### src/design/rrsp_pkg.sv
// Shared constants, types and codes of the record stream parser.
// Used by every module of the parser; depends on nothing else.
package rrsp_pkg;

    localparam int unsigned BASE_W     = 42;
    localparam int unsigned REC_BYTES  = 22;
    localparam int unsigned HDR_BYTES  = 7;
    localparam int unsigned FIFO_DEPTH = 16;
    localparam int unsigned FMUL_LAT   = 4;
    localparam int unsigned TOK_STAGES = FMUL_LAT + 1;

    // Byte positions inside one record.
    localparam logic [4:0] POS_GROUP    = 5'd2;
    localparam logic [4:0] POS_TICK     = 5'd3;
    localparam logic [4:0] POS_TICK_END = 5'd6;
    localparam logic [4:0] POS_CR       = 5'd7;
    localparam logic [4:0] POS_DR       = 5'd11;
    localparam logic [4:0] POS_CE       = 5'd15;
    localparam logic [4:0] POS_DE       = 5'd17;

    // Timestamp divider: the quotient by 1000 is formed as (x >> 3) / 125, one hex digit a step.
    localparam int unsigned DIV_DIGITS = 10;
    localparam int unsigned DV_W       = 4 * DIV_DIGITS;
    localparam logic [43:0] NEG_BIAS   = 44'd616 + 44'd1000 * 44'h200_0000;
    localparam logic [63:0] WRAP_Q     = 64'hFFFF_FFFF_FFFF_FFFF / 64'd1000;
    localparam logic [31:0] NEG_TS_ADJ = WRAP_Q[31:0] - 32'h0200_0000;

    // 10000.0 = 625 * 2^4.
    localparam logic [9:0] DOSE_SIG = 10'd625;

    typedef enum logic [1:0] {
        FC_NUM,
        FC_ZERO,
        FC_INF,
        FC_NAN
    } t_fcls;

    typedef struct packed {
        logic        rd_v;
        logic        mk_v;
        logic [31:0] cr;
        logic [31:0] dr;
        logic [15:0] ce;
        logic [15:0] de;
        logic [31:0] ts;
    } t_tok;

endpackage

### src/design/rrsp_tdiv.sv
// Timestamp unit: forms base + 10 * tick offset with 64-bit wrap and divides it by 1000,
// one hex quotient digit per cycle. Depends on rrsp_pkg.
module rrsp_tdiv (
    input  logic                       i_clk,
    input  logic                       i_rst_n,
    input  logic                       i_start,
    input  logic [rrsp_pkg::BASE_W-1:0] i_base,
    input  logic [31:0]                i_tick,
    output logic [31:0]                o_quo,
    output logic                       o_neg
);
    import rrsp_pkg::*;

    logic        r_go;
    logic [3:0]  r_cnt;
    logic [DV_W-1:0] r_dv;
    logic [6:0]  r_rem;
    logic [31:0] r_quo;
    logic        r_neg;

    logic [43:0] off_ext;
    logic [43:0] sum;
    logic [43:0] biased;
    logic        neg;
    logic [10:0] x;
    logic [3:0]  dig;
    logic [10:0] rem;

    always_comb begin
        off_ext = {{12{i_tick[31]}}, i_tick};
        sum     = {{(44 - BASE_W){1'b0}}, i_base} + (off_ext << 3) + (off_ext << 1);
        neg     = sum[43];
        // A negative sum wraps to 2^64 + sum; the bias keeps the dividend positive.
        biased  = sum + (neg ? NEG_BIAS : 44'd0);
    end

    always_comb begin
        x   = {r_rem, r_dv[DV_W-1 -: 4]};
        dig = 4'd0;
        for (int k = 1; k < 16; k++) begin
            if (x >= 11'(125 * k)) begin
                dig = 4'(k);
            end
        end
        rem = x - 11'(dig) * 11'd125;
    end

    always_ff @(posedge i_clk) begin
        if (!i_rst_n) begin
            r_go  <= 1'b0;
            r_cnt <= 4'd0;
        end else begin
            r_go <= i_start;
            if (r_go) begin
                r_cnt <= 4'(DIV_DIGITS);
            end else if (r_cnt != 4'd0) begin
                r_cnt <= r_cnt - 4'd1;
            end
        end
    end

    always_ff @(posedge i_clk) begin
        if (r_go) begin
            r_dv  <= biased[DV_W+2:3];
            r_rem <= 7'd0;
            r_quo <= 32'd0;
            r_neg <= neg;
        end else if (r_cnt != 4'd0) begin
            r_dv  <= {r_dv[DV_W-5:0], 4'd0};
            r_rem <= rem[6:0];
            r_quo <= {r_quo[27:0], dig};
        end
    end

    assign o_quo = r_quo;
    assign o_neg = r_neg;

endmodule

### src/design/rrsp_fmul.sv
// Four-stage single-precision multiply by 10000 with round to nearest even.
// Depends on rrsp_pkg.
module rrsp_fmul (
    input  logic        i_clk,
    input  logic [31:0] i_bits,
    output logic [31:0] o_bits
);
    import rrsp_pkg::*;

    logic        r1_sign, r2_sign, r3_sign;
    t_fcls       r1_cls, r2_cls, r3_cls;
    logic [31:0] r1_raw, r2_raw, r3_raw;
    logic [7:0]  r1_eeff, r2_eeff;
    logic [33:0] r1_p, r2_p, r3_p;
    logic [5:0]  r2_l;
    logic [33:0] r3_pn;
    logic signed [9:0] r3_er;
    logic [31:0] r4_out;

    logic [7:0]  exp_in;
    logic [22:0] frac_in;
    t_fcls       cls;
    logic [23:0] m;
    logic [5:0]  lz;
    logic [22:0] mant;
    logic        rnd_up;
    logic [23:0] m24;
    logic signed [9:0] e_fin;
    logic [31:0] packed_out;

    always_comb begin
        exp_in  = i_bits[30:23];
        frac_in = i_bits[22:0];
        if (exp_in == 8'hFF) begin
            cls = (frac_in != 23'd0) ? FC_NAN : FC_INF;
        end else if (exp_in == 8'd0 && frac_in == 23'd0) begin
            cls = FC_ZERO;
        end else begin
            cls = FC_NUM;
        end
        m = {(exp_in != 8'd0), frac_in};
    end

    always_comb begin
        lz = 6'd0;
        for (int i = 0; i < 34; i++) begin
            if (r1_p[i]) begin
                lz = 6'(i);
            end
        end
    end

    always_comb begin
        mant   = r3_pn[32:10];
        rnd_up = r3_pn[9] & ((|r3_pn[8:0]) | mant[0]);
        m24    = {1'b0, mant} + 24'(rnd_up);
        e_fin  = r3_er + 10'(m24[23]);
        case (r3_cls)
            FC_NAN:  packed_out = r3_raw | 32'h0040_0000;
            FC_INF:  packed_out = {r3_sign, 8'hFF, 23'd0};
            FC_ZERO: packed_out = {r3_sign, 31'd0};
            default: begin
                if (r3_er < 10'sd1) begin
                    // Tiny inputs give an exact subnormal result.
                    packed_out = {r3_sign, 8'd0, r3_p[18:0], 4'd0};
                end else if (e_fin > 10'sd254) begin
                    packed_out = {r3_sign, 8'hFF, 23'd0};
                end else begin
                    packed_out = {r3_sign, e_fin[7:0], m24[22:0]};
                end
            end
        endcase
    end

    always_ff @(posedge i_clk) begin
        r1_sign <= i_bits[31];
        r1_cls  <= cls;
        r1_raw  <= i_bits;
        r1_eeff <= (exp_in == 8'd0) ? 8'd1 : exp_in;
        r1_p    <= 34'(m) * 34'(DOSE_SIG);

        r2_sign <= r1_sign;
        r2_cls  <= r1_cls;
        r2_raw  <= r1_raw;
        r2_eeff <= r1_eeff;
        r2_p    <= r1_p;
        r2_l    <= lz;

        r3_sign <= r2_sign;
        r3_cls  <= r2_cls;
        r3_raw  <= r2_raw;
        r3_p    <= r2_p;
        r3_pn   <= r2_p << (6'd33 - r2_l);
        r3_er   <= $signed({4'd0, r2_l}) + $signed({2'd0, r2_eeff}) - 10'sd19;

        r4_out  <= packed_out;
    end

    assign o_bits = r4_out;

endmodule

### src/design/realtime_record_stream_parser_unit.sv
// Top level of the record stream parser: byte parser, result pipeline and output queue.
// Depends on rrsp_pkg, rrsp_tdiv and rrsp_fmul.
//
// Usage: payload bytes enter on the input channel (i_valid / o_stall), one byte per item,
// with i_last_byte set on the final byte of a buffer. Results leave on the output channel
// (o_valid / i_stall). A complete 22-byte group-0 record gives one reading; the last byte
// of a buffer adds an end marker after any reading that byte completes.
// One byte is taken per cycle while o_stall is low. A result follows the byte that causes
// it: the capture register loads at the edge that accepts that byte, then the four-stage
// float multiplier and the queue write follow. The timestamp divider starts once the tick
// offset is complete and finishes well inside a record.
// Results wait in a 16-entry queue; o_stall rises when 11 or more entries are held, so
// a stalled receiver holds back input only after the queue has filled that far.
// The user must write the base time register with i_cfg_we only while the block is idle;
// the block does not enforce this. Reset clears the parser position, the discard flag,
// the pipeline and the queue, and sets the base time to zero.
module realtime_record_stream_parser_unit #(
    parameter int unsigned FIFO_DEPTH = rrsp_pkg::FIFO_DEPTH
) (
    input  logic                        i_clk,
    input  logic                        i_rst_n,
    input  logic                        i_cfg_we,
    input  logic [rrsp_pkg::BASE_W-1:0] i_cfg_wdata,
    input  logic                        i_valid,
    output logic                        o_stall,
    input  logic [7:0]                  i_data_byte,
    input  logic                        i_last_byte,
    output logic                        o_valid,
    input  logic                        i_stall,
    output logic                        o_result_kind,
    output logic [31:0]                 o_count_rate_bits,
    output logic [31:0]                 o_dose_rate_bits,
    output logic [15:0]                 o_count_rate_error,
    output logic [15:0]                 o_dose_rate_error,
    output logic [31:0]                 o_timestamp_sec
);
    import rrsp_pkg::*;

    localparam int unsigned AW = $clog2(FIFO_DEPTH);
    localparam logic [AW:0] STALL_AT = (AW + 1)'(FIFO_DEPTH - TOK_STAGES - 1);
    localparam logic [AW-1:0] LAST_PTR = AW'(FIFO_DEPTH - 1);

    logic [BASE_W-1:0] r_base;
    logic [4:0]  r_pos, n_pos;
    logic        r_disc, n_disc;
    logic [7:0]  r_group, n_group;
    logic [31:0] r_tick, n_tick;
    logic [31:0] r_cr, n_cr;
    logic [31:0] r_dr, n_dr;
    logic [15:0] r_ce, n_ce;
    logic [15:0] r_de, n_de;

    logic        accept;
    logic        rd, mk, start;
    logic [4:0]  p, p1;
    logic [31:0] quo;
    logic        quo_neg;

    t_tok        r_tok [TOK_STAGES];
    logic [TOK_STAGES-1:0] r_tv;
    t_tok        n_tok;
    t_tok        push_tok;
    logic [31:0] dose_scaled;

    t_tok        r_mem [FIFO_DEPTH];
    logic [AW-1:0] r_wp, r_rp;
    logic [AW:0] r_cnt;
    logic        r_sub;
    t_tok        head;
    logic        show_rd, push, pop_out, fifo_pop;

    assign accept  = i_valid & ~o_stall;
    assign o_stall = (r_cnt > STALL_AT);

    always_comb begin
        n_pos   = r_pos;
        n_disc  = r_disc;
        n_group = r_group;
        n_tick  = r_tick;
        n_cr    = r_cr;
        n_dr    = r_dr;
        n_ce    = r_ce;
        n_de    = r_de;
        rd      = 1'b0;
        mk      = 1'b0;
        start   = 1'b0;
        p       = (r_pos >= 5'(REC_BYTES)) ? 5'd0 : r_pos;
        p1      = p + 5'd1;
        if (!r_disc) begin
            case (p) inside
                POS_GROUP: n_group = i_data_byte;
                [5'd3:5'd6]: n_tick[8 * (2'(p - POS_TICK)) +: 8] = i_data_byte;
                [5'd7:5'd10]: n_cr[8 * (2'(p - POS_CR)) +: 8] = i_data_byte;
                [5'd11:5'd14]: n_dr[8 * (2'(p - POS_DR)) +: 8] = i_data_byte;
                [5'd15:5'd16]: n_ce[8 * (1'(p - POS_CE)) +: 8] = i_data_byte;
                [5'd17:5'd18]: n_de[8 * (1'(p - POS_DE)) +: 8] = i_data_byte;
                default: ;
            endcase
            start = (p == POS_TICK_END);
            if (p1 == 5'(HDR_BYTES) && r_group != 8'd0) begin
                n_disc = 1'b1;
                n_pos  = 5'd0;
            end else if (p1 == 5'(REC_BYTES)) begin
                rd    = 1'b1;
                n_pos = 5'd0;
            end else begin
                n_pos = p1;
            end
        end
        if (i_last_byte) begin
            mk     = 1'b1;
            n_pos  = 5'd0;
            n_disc = 1'b0;
        end
    end

    always_ff @(posedge i_clk) begin
        if (!i_rst_n) begin
            r_base  <= '0;
            r_pos   <= 5'd0;
            r_disc  <= 1'b0;
            r_group <= 8'd0;
            r_tick  <= 32'd0;
            r_cr    <= 32'd0;
            r_dr    <= 32'd0;
            r_ce    <= 16'd0;
            r_de    <= 16'd0;
        end else begin
            if (i_cfg_we) begin
                r_base <= i_cfg_wdata;
            end
            if (accept) begin
                r_pos   <= n_pos;
                r_disc  <= n_disc;
                r_group <= n_group;
                r_tick  <= n_tick;
                r_cr    <= n_cr;
                r_dr    <= n_dr;
                r_ce    <= n_ce;
                r_de    <= n_de;
            end
        end
    end

    rrsp_tdiv u_tdiv (
        .i_clk   (i_clk),
        .i_rst_n (i_rst_n),
        .i_start (accept & start),
        .i_base  (r_base),
        .i_tick  (r_tick),
        .o_quo   (quo),
        .o_neg   (quo_neg)
    );

    always_comb begin
        n_tok.rd_v = rd;
        n_tok.mk_v = mk;
        n_tok.cr   = r_cr;
        n_tok.dr   = r_dr;
        n_tok.ce   = r_ce;
        n_tok.de   = r_de;
        n_tok.ts   = quo + (quo_neg ? NEG_TS_ADJ : 32'd0);
    end

    // Each item with a result travels alongside the multiplier, then enters the queue.
    always_ff @(posedge i_clk) begin
        if (!i_rst_n) begin
            r_tv <= '0;
        end else begin
            r_tv <= {r_tv[TOK_STAGES-2:0], accept & (rd | mk)};
        end
    end

    always_ff @(posedge i_clk) begin
        r_tok[0] <= n_tok;
        for (int k = 1; k < TOK_STAGES; k++) begin
            r_tok[k] <= r_tok[k-1];
        end
    end

    rrsp_fmul u_fmul (
        .i_clk  (i_clk),
        .i_bits (r_tok[0].dr),
        .o_bits (dose_scaled)
    );

    always_comb begin
        push_tok    = r_tok[TOK_STAGES-1];
        push_tok.dr = dose_scaled;
    end

    assign push     = r_tv[TOK_STAGES-1];
    assign head     = r_mem[r_rp];
    assign o_valid  = (r_cnt != '0);
    assign show_rd  = head.rd_v & ~r_sub;
    assign pop_out  = o_valid & ~i_stall;
    // A queue entry holding both a reading and a marker is sent in two items.
    assign fifo_pop = pop_out & (~show_rd | ~head.mk_v);

    always_ff @(posedge i_clk) begin
        if (!i_rst_n) begin
            r_wp  <= '0;
            r_rp  <= '0;
            r_cnt <= '0;
            r_sub <= 1'b0;
        end else begin
            if (push) begin
                r_wp <= (r_wp == LAST_PTR) ? '0 : r_wp + 1'b1;
            end
            if (fifo_pop) begin
                r_rp <= (r_rp == LAST_PTR) ? '0 : r_rp + 1'b1;
            end
            r_cnt <= r_cnt + (AW + 1)'(push) - (AW + 1)'(fifo_pop);
            if (pop_out) begin
                r_sub <= ~fifo_pop;
            end
        end
    end

    always_ff @(posedge i_clk) begin
        if (push) begin
            r_mem[r_wp] <= push_tok;
        end
    end

    assign o_result_kind      = ~show_rd;
    assign o_count_rate_bits  = show_rd ? head.cr : 32'd0;
    assign o_dose_rate_bits   = show_rd ? head.dr : 32'd0;
    assign o_count_rate_error = show_rd ? head.ce : 16'd0;
    assign o_dose_rate_error  = show_rd ? head.de : 16'd0;
    assign o_timestamp_sec    = show_rd ? head.ts : 32'd0;

`ifndef ASSERT_OFF
    a_cnt_bound: assert property (@(posedge i_clk) disable iff (!i_rst_n)
        r_cnt <= (AW + 1)'(FIFO_DEPTH))
        else $error("result queue overflow");

    a_no_full_push: assert property (@(posedge i_clk) disable iff (!i_rst_n)
        push && !fifo_pop |-> r_cnt < (AW + 1)'(FIFO_DEPTH))
        else $error("push into full queue");

    a_disc_pos: assert property (@(posedge i_clk) disable iff (!i_rst_n)
        r_disc |-> r_pos == 5'd0)
        else $error("discarding with nonzero position");

    a_sub_pair: assert property (@(posedge i_clk) disable iff (!i_rst_n)
        r_sub |-> o_valid && head.rd_v && head.mk_v)
        else $error("split entry without reading and marker");

    a_pos_range: assert property (@(posedge i_clk) disable iff (!i_rst_n)
        r_pos < 5'(REC_BYTES))
        else $error("byte position out of range");
`endif

endmodule

### config.mk
export PLATFORM = sky130hd
export DESIGN_NAME = realtime_record_stream_parser_unit
export DESIGN_NICKNAME = d
export VERILOG_FILES = /design/src/design/rrsp_pkg.sv /design/src/design/rrsp_tdiv.sv /design/src/design/rrsp_fmul.sv /design/src/design/realtime_record_stream_parser_unit.sv
export SDC_FILE = /design/constraint.sdc
export NUM_CORES = 2
export LEC_CHECK = 0
export BUFFER_PORTS_ARGS = -buffer_cell sky130_fd_sc_hd__buf_4
export CAP_MARGIN = 25
export CORE_ASPECT_RATIO = 1.1
export CORE_MARGIN = 3
export CORE_UTILIZATION = 56
export CTS_CLUSTER_SIZE = 8
export DETAILED_ROUTE_END_ITERATION = 6
export PLACE_DENSITY = 0.78
export SLEW_MARGIN = 20
export SYNTH_ARGS = -nofsm -noshare
export SYNTH_HDL_FRONTEND = slang
export SYNTH_SLANG_ARGS = --single-unit
### constraint.sdc
create_clock -name i_clk -period 6.16 [get_ports i_clk]
set_input_delay 0.308 -clock i_clk [delete_from_list [all_inputs] [get_ports i_clk]]
set_output_delay 0.308 -clock i_clk [all_outputs]
set_load 0.1 [all_outputs]
==> qor.csv <==
stage,metric,value,unit
setup_path,Crit Path Max Fanout,4,
timing,Period minus WS final,6.08,ns
cts,CTS Buf Count,446,
drt,DRT iter0 DRCs,7144,
grt,All-Layer GR Usage,27.0,%
setup_path,R2R Setup Slk,0.08,ns
place,Port Buffers,185,
die,# IOs,187,
setup_path,CP startpoint kind,flip-flop,
timing,Slew @ Worst Pin,1.25,ns
final_layout,Syn-to-layout area delta,15.7,%
status,status,completed,
cts,clk buf depth,4,
final_layout,final instance area,139000,sq um
synth,number of flops mapped to enable cells by yosys,2121,
die,Die W,447,um
setup_path,WP data required,6.84,ns
pwr,Final Power,53.4,mW
min_path,Hold WC Path Type,in2reg,
synth,Syn Nets,7327,
drt,routed len/inst,28.0,um
place,Routability Congestion,0.898,
cts,CTS Sinks,3163,
pwr,power share of the clock group,41.5,%
setup_path,RR Endpoint,u_tdiv.r_dv[31],
timing,final setup fails,0,
timing,RSZ-0062 raised after global routing,true,
final_layout,fin nets,7872,
setup_path,"Arr. time, crit path",6.76,ns
grt,initial antenna violation count,25,
synth,fraction of registers with async set/reset,0,%
final_layout,Finished Layout Cells,10600,
synth,synth warn,0,
pwr,switch share,25.9,%
timing,part of the cycle the worst path needs,98.7,%
pwr,PwrDens,385,nW/um^2
die,full die area,220000,sq um
die,Initial Util,56.5,%
grt,first-pass GRT wire length,440000,um
setup_path,source of the critical timing path,r_tick[2],
pwr,"IR drop worst, VDD",0.530,mV
drt,Antenna Nets Post-Route,0,
setup_path,reg2reg start,r_tick[2],
timing,Final WS setup,0.0805,ns
drt,final WL,296000,um
timing,Max Clock Freq,164,MHz
final_layout,share of post-route cells with drive strength above 1,20.1,%
cts,"CTS clk-pin slew, worst paths",0.05,ns
synth,Netlist cell types,90,
pwr,Psw,13.8,mW
drt,Vias per Instance,6.16,
timing,Hold Slack,0.0699,ns
cts,clock latency on the worst-skew pair,0.99,ns
synth,Avg Synthesized Cell Area,17.3,sq um
setup_path,Setup CP Type,reg2reg,
setup_path,Setup crit end,u_tdiv.r_dv[31],
grt,grt total ovfl,0,
die,placeable core region,212000,sq um
cts,H-tree levels,5,
synth,Mapped Area,120000,sq um
timing,Relative slew margins,16.6,%
timing,endpoints failing hold,0,
synth,"Seq/Total Area, Yosys",70.5,%
timing,clk_skew,0.0843,ns
timing,Final Slew Violations,0,
pwr,leak pwr,49.8,nW
cts,root buf cell,clkbuf_16,
final_layout,final core utilization,65.4,%
place,placement-stage cell area,125000,sq um
synth,synthesized flop and latch total,3163,
drt,via count,65200,
place,hpwl dp,155000,um
place,Placed Cells,9715,
synth,"Top FF cell, synth",edfxtp_1,
pwr,combinational share of power,14.5,%
die,Cell Rows,177,
run,max cap viols,0,
place,Setup WS pre-CTS,-0.303,ns
cts,CTS tree,built,
pwr,Reg power frac,44.0,%
drt,DRC viols,0,
setup_path,CP endpoint kind,flip-flop,
grt,vias in the first global route,67500,
die,Die Span Y,491,um
setup_path,Reg2Reg Depth,26,
pwr,internal power,39.5,mW
synth,cells after synthesis,6943,
grt,largest net degree at the start of global routing,141,
drt,DRT Pass-1 Iters,7,
timing,Sum Neg Setup Slack,0,ns
## per-layer routing
metal / vias to the layer above / track usage [%] / part of all wire, %
met5: - / 0 / 0.016
met1: 33600 / 36.3 / 38
li1: 27600 / - / -
met2: 3492 / 44.1 / 50
met3: 572 / 5.10 / 8.7
met4: 6 / 10.5 / 3.7
## synthesized netlist by cell type (23+ instances only)
cell      count  share of area [%]
a21o_1       39               0.24
xnor2_1     111               0.81
a21oi_1     201               0.84
and2_1      139               0.73
a22oi_1      24               0.15
xor2_1       59               0.43
dfxtp_1    1042                 17
nand2_1     392                1.2
ha_1        227                2.4
nor2_1      188               0.59
mux2_2       25               0.23
fa_1        101                1.7
edfxtp_1   2121                 53
o21bai_1     23               0.14
mux4_2      667                 13
a211oi_1     23               0.14
nand4_1      24               0.13
o21ai_0     205               0.86
nand3_1      54               0.23
inv_1       268               0.84
nor3_1       56               0.23
buf_1        66               0.21
mux2i_1     114               0.95
clkbuf_1    234               0.73
nor2b_1     238                1.2
nand2b_1     24               0.13
## registers in the layout (all words and copies together), names as in the netlist, 32 cells and up, named ones only
register / count
r_tok: 525
u_tdiv.r_dv: 40
r_base: 41
u_fmul.o_bits: 32
r_tick: 32
r_cr: 32
u_fmul.r3_pn: 33
u_tdiv.o_quo: 32
r_mem: 2080
r_dr: 32
## layout make-up
cell class	instances	area, sq um
flip-flops and latches	3163	84600
fillers	13500	73400
multi-input cells	3209	33500
clock buffers	755	12500
repair buffers	398	3510
well taps	2774	3470
inverters	270	1010
clock inverters	7	76.3
diodes	10	25.0
## cells in the final DEF, fill, tap and decap left out, types with 59 or more instances in the layout
cell,Yosys,layout
mux2i_1,114,114
o21ai_0,205,198
nor2_1,188,187
edfxtp_1,2121,2121
nor2b_1,238,238
inv_1,268,268
a21oi_1,201,198
xnor2_1,111,109
clkbuf_1,234,299
buf_4,0,282
mux4_2,667,667
nand2_1,392,392
and2_1,139,123
fa_1,101,100
dfxtp_1,1042,1016
xor2_1,59,59
clkbuf_16,0,454
ha_1,227,218
dlygate4sd3_1,0,92
## worst min path at each step
stage	slack [ns]	startpoint	endpoint	cells after the start
3_3_place_gp	0.31	r_tok[0][269]	r_tok[0][399]	0
5_1_grt	0.06	i_cfg_we	r_base[40]	3
3_5_place_dp	0.31	r_tok[0][15]	r_tok[0][145]	0
4_1_cts	0.005	i_cfg_we	r_base[33]	3
2_1_floorplan	0.31	r_tok[0][0]	r_tok[0][130]	0
6_report	0.07	i_cfg_we	r_base[33]	3
## cell families (layout without fill, tap and decap cells)
logic type	after synthesis	count (layout)	share of synthesized area [%]
flops	3163	3163	70.5
mux	806	806	13.7
simple gates	1221	1221	5.14
xor+xnor	170	170	1.24
compound gates	684	684	3.55
fa+ha+maj	328	328	4.05
other cells	0	10	0
buf+inv	571	1430	1.79
## power by group through the flow
stage	clock network, mW	logic [mW]	registers, mW
2_1_floorplan	0	7.28	23.6
3_3_place_gp	0	7.58	23.9
3_5_place_dp	0	7.68	23.9
4_1_cts	22.4	7.80	23.5
5_1_grt	23.3	8.28	23.5
6_report	22.1	7.75	23.5
## what timing repair did
action	4_1_cts	5_1_grt
setup buffers	0	7
pin swaps	8	34
hold buffers	91	1
hold endpoints to repair	110	61
endpoints found under the setup margin	17	13
resized for setup	28	35
## worst max-delay path, cell delays in order, from the launching register on
cell,delay (ns)
dfxtp_4,0.36
fa_1,0.50
ha_1,0.30
a41o_1,0.20
o21ai_2,0.09
a211o_4,0.36
o2111ai_4,0.22
nand4_1,0.22
a21boi_1,0.20
o21a_1,0.18
o21ai_2,0.07
nand2b_1,0.12
a21oi_4,0.09
xnor2_4,0.29
ha_2,0.27
a31o_4,0.18
a21oi_4,0.06
o41a_1,0.46
nor2b_1,0.17
nor3b_2,0.19
buf_4,0.16
nand4_1,0.11
o41ai_2,0.31
buf_4,0.21
a21oi_1,0.08
xnor2_1,0.14
mux2_4,0.26
Power figures use the tool's default switching activity.
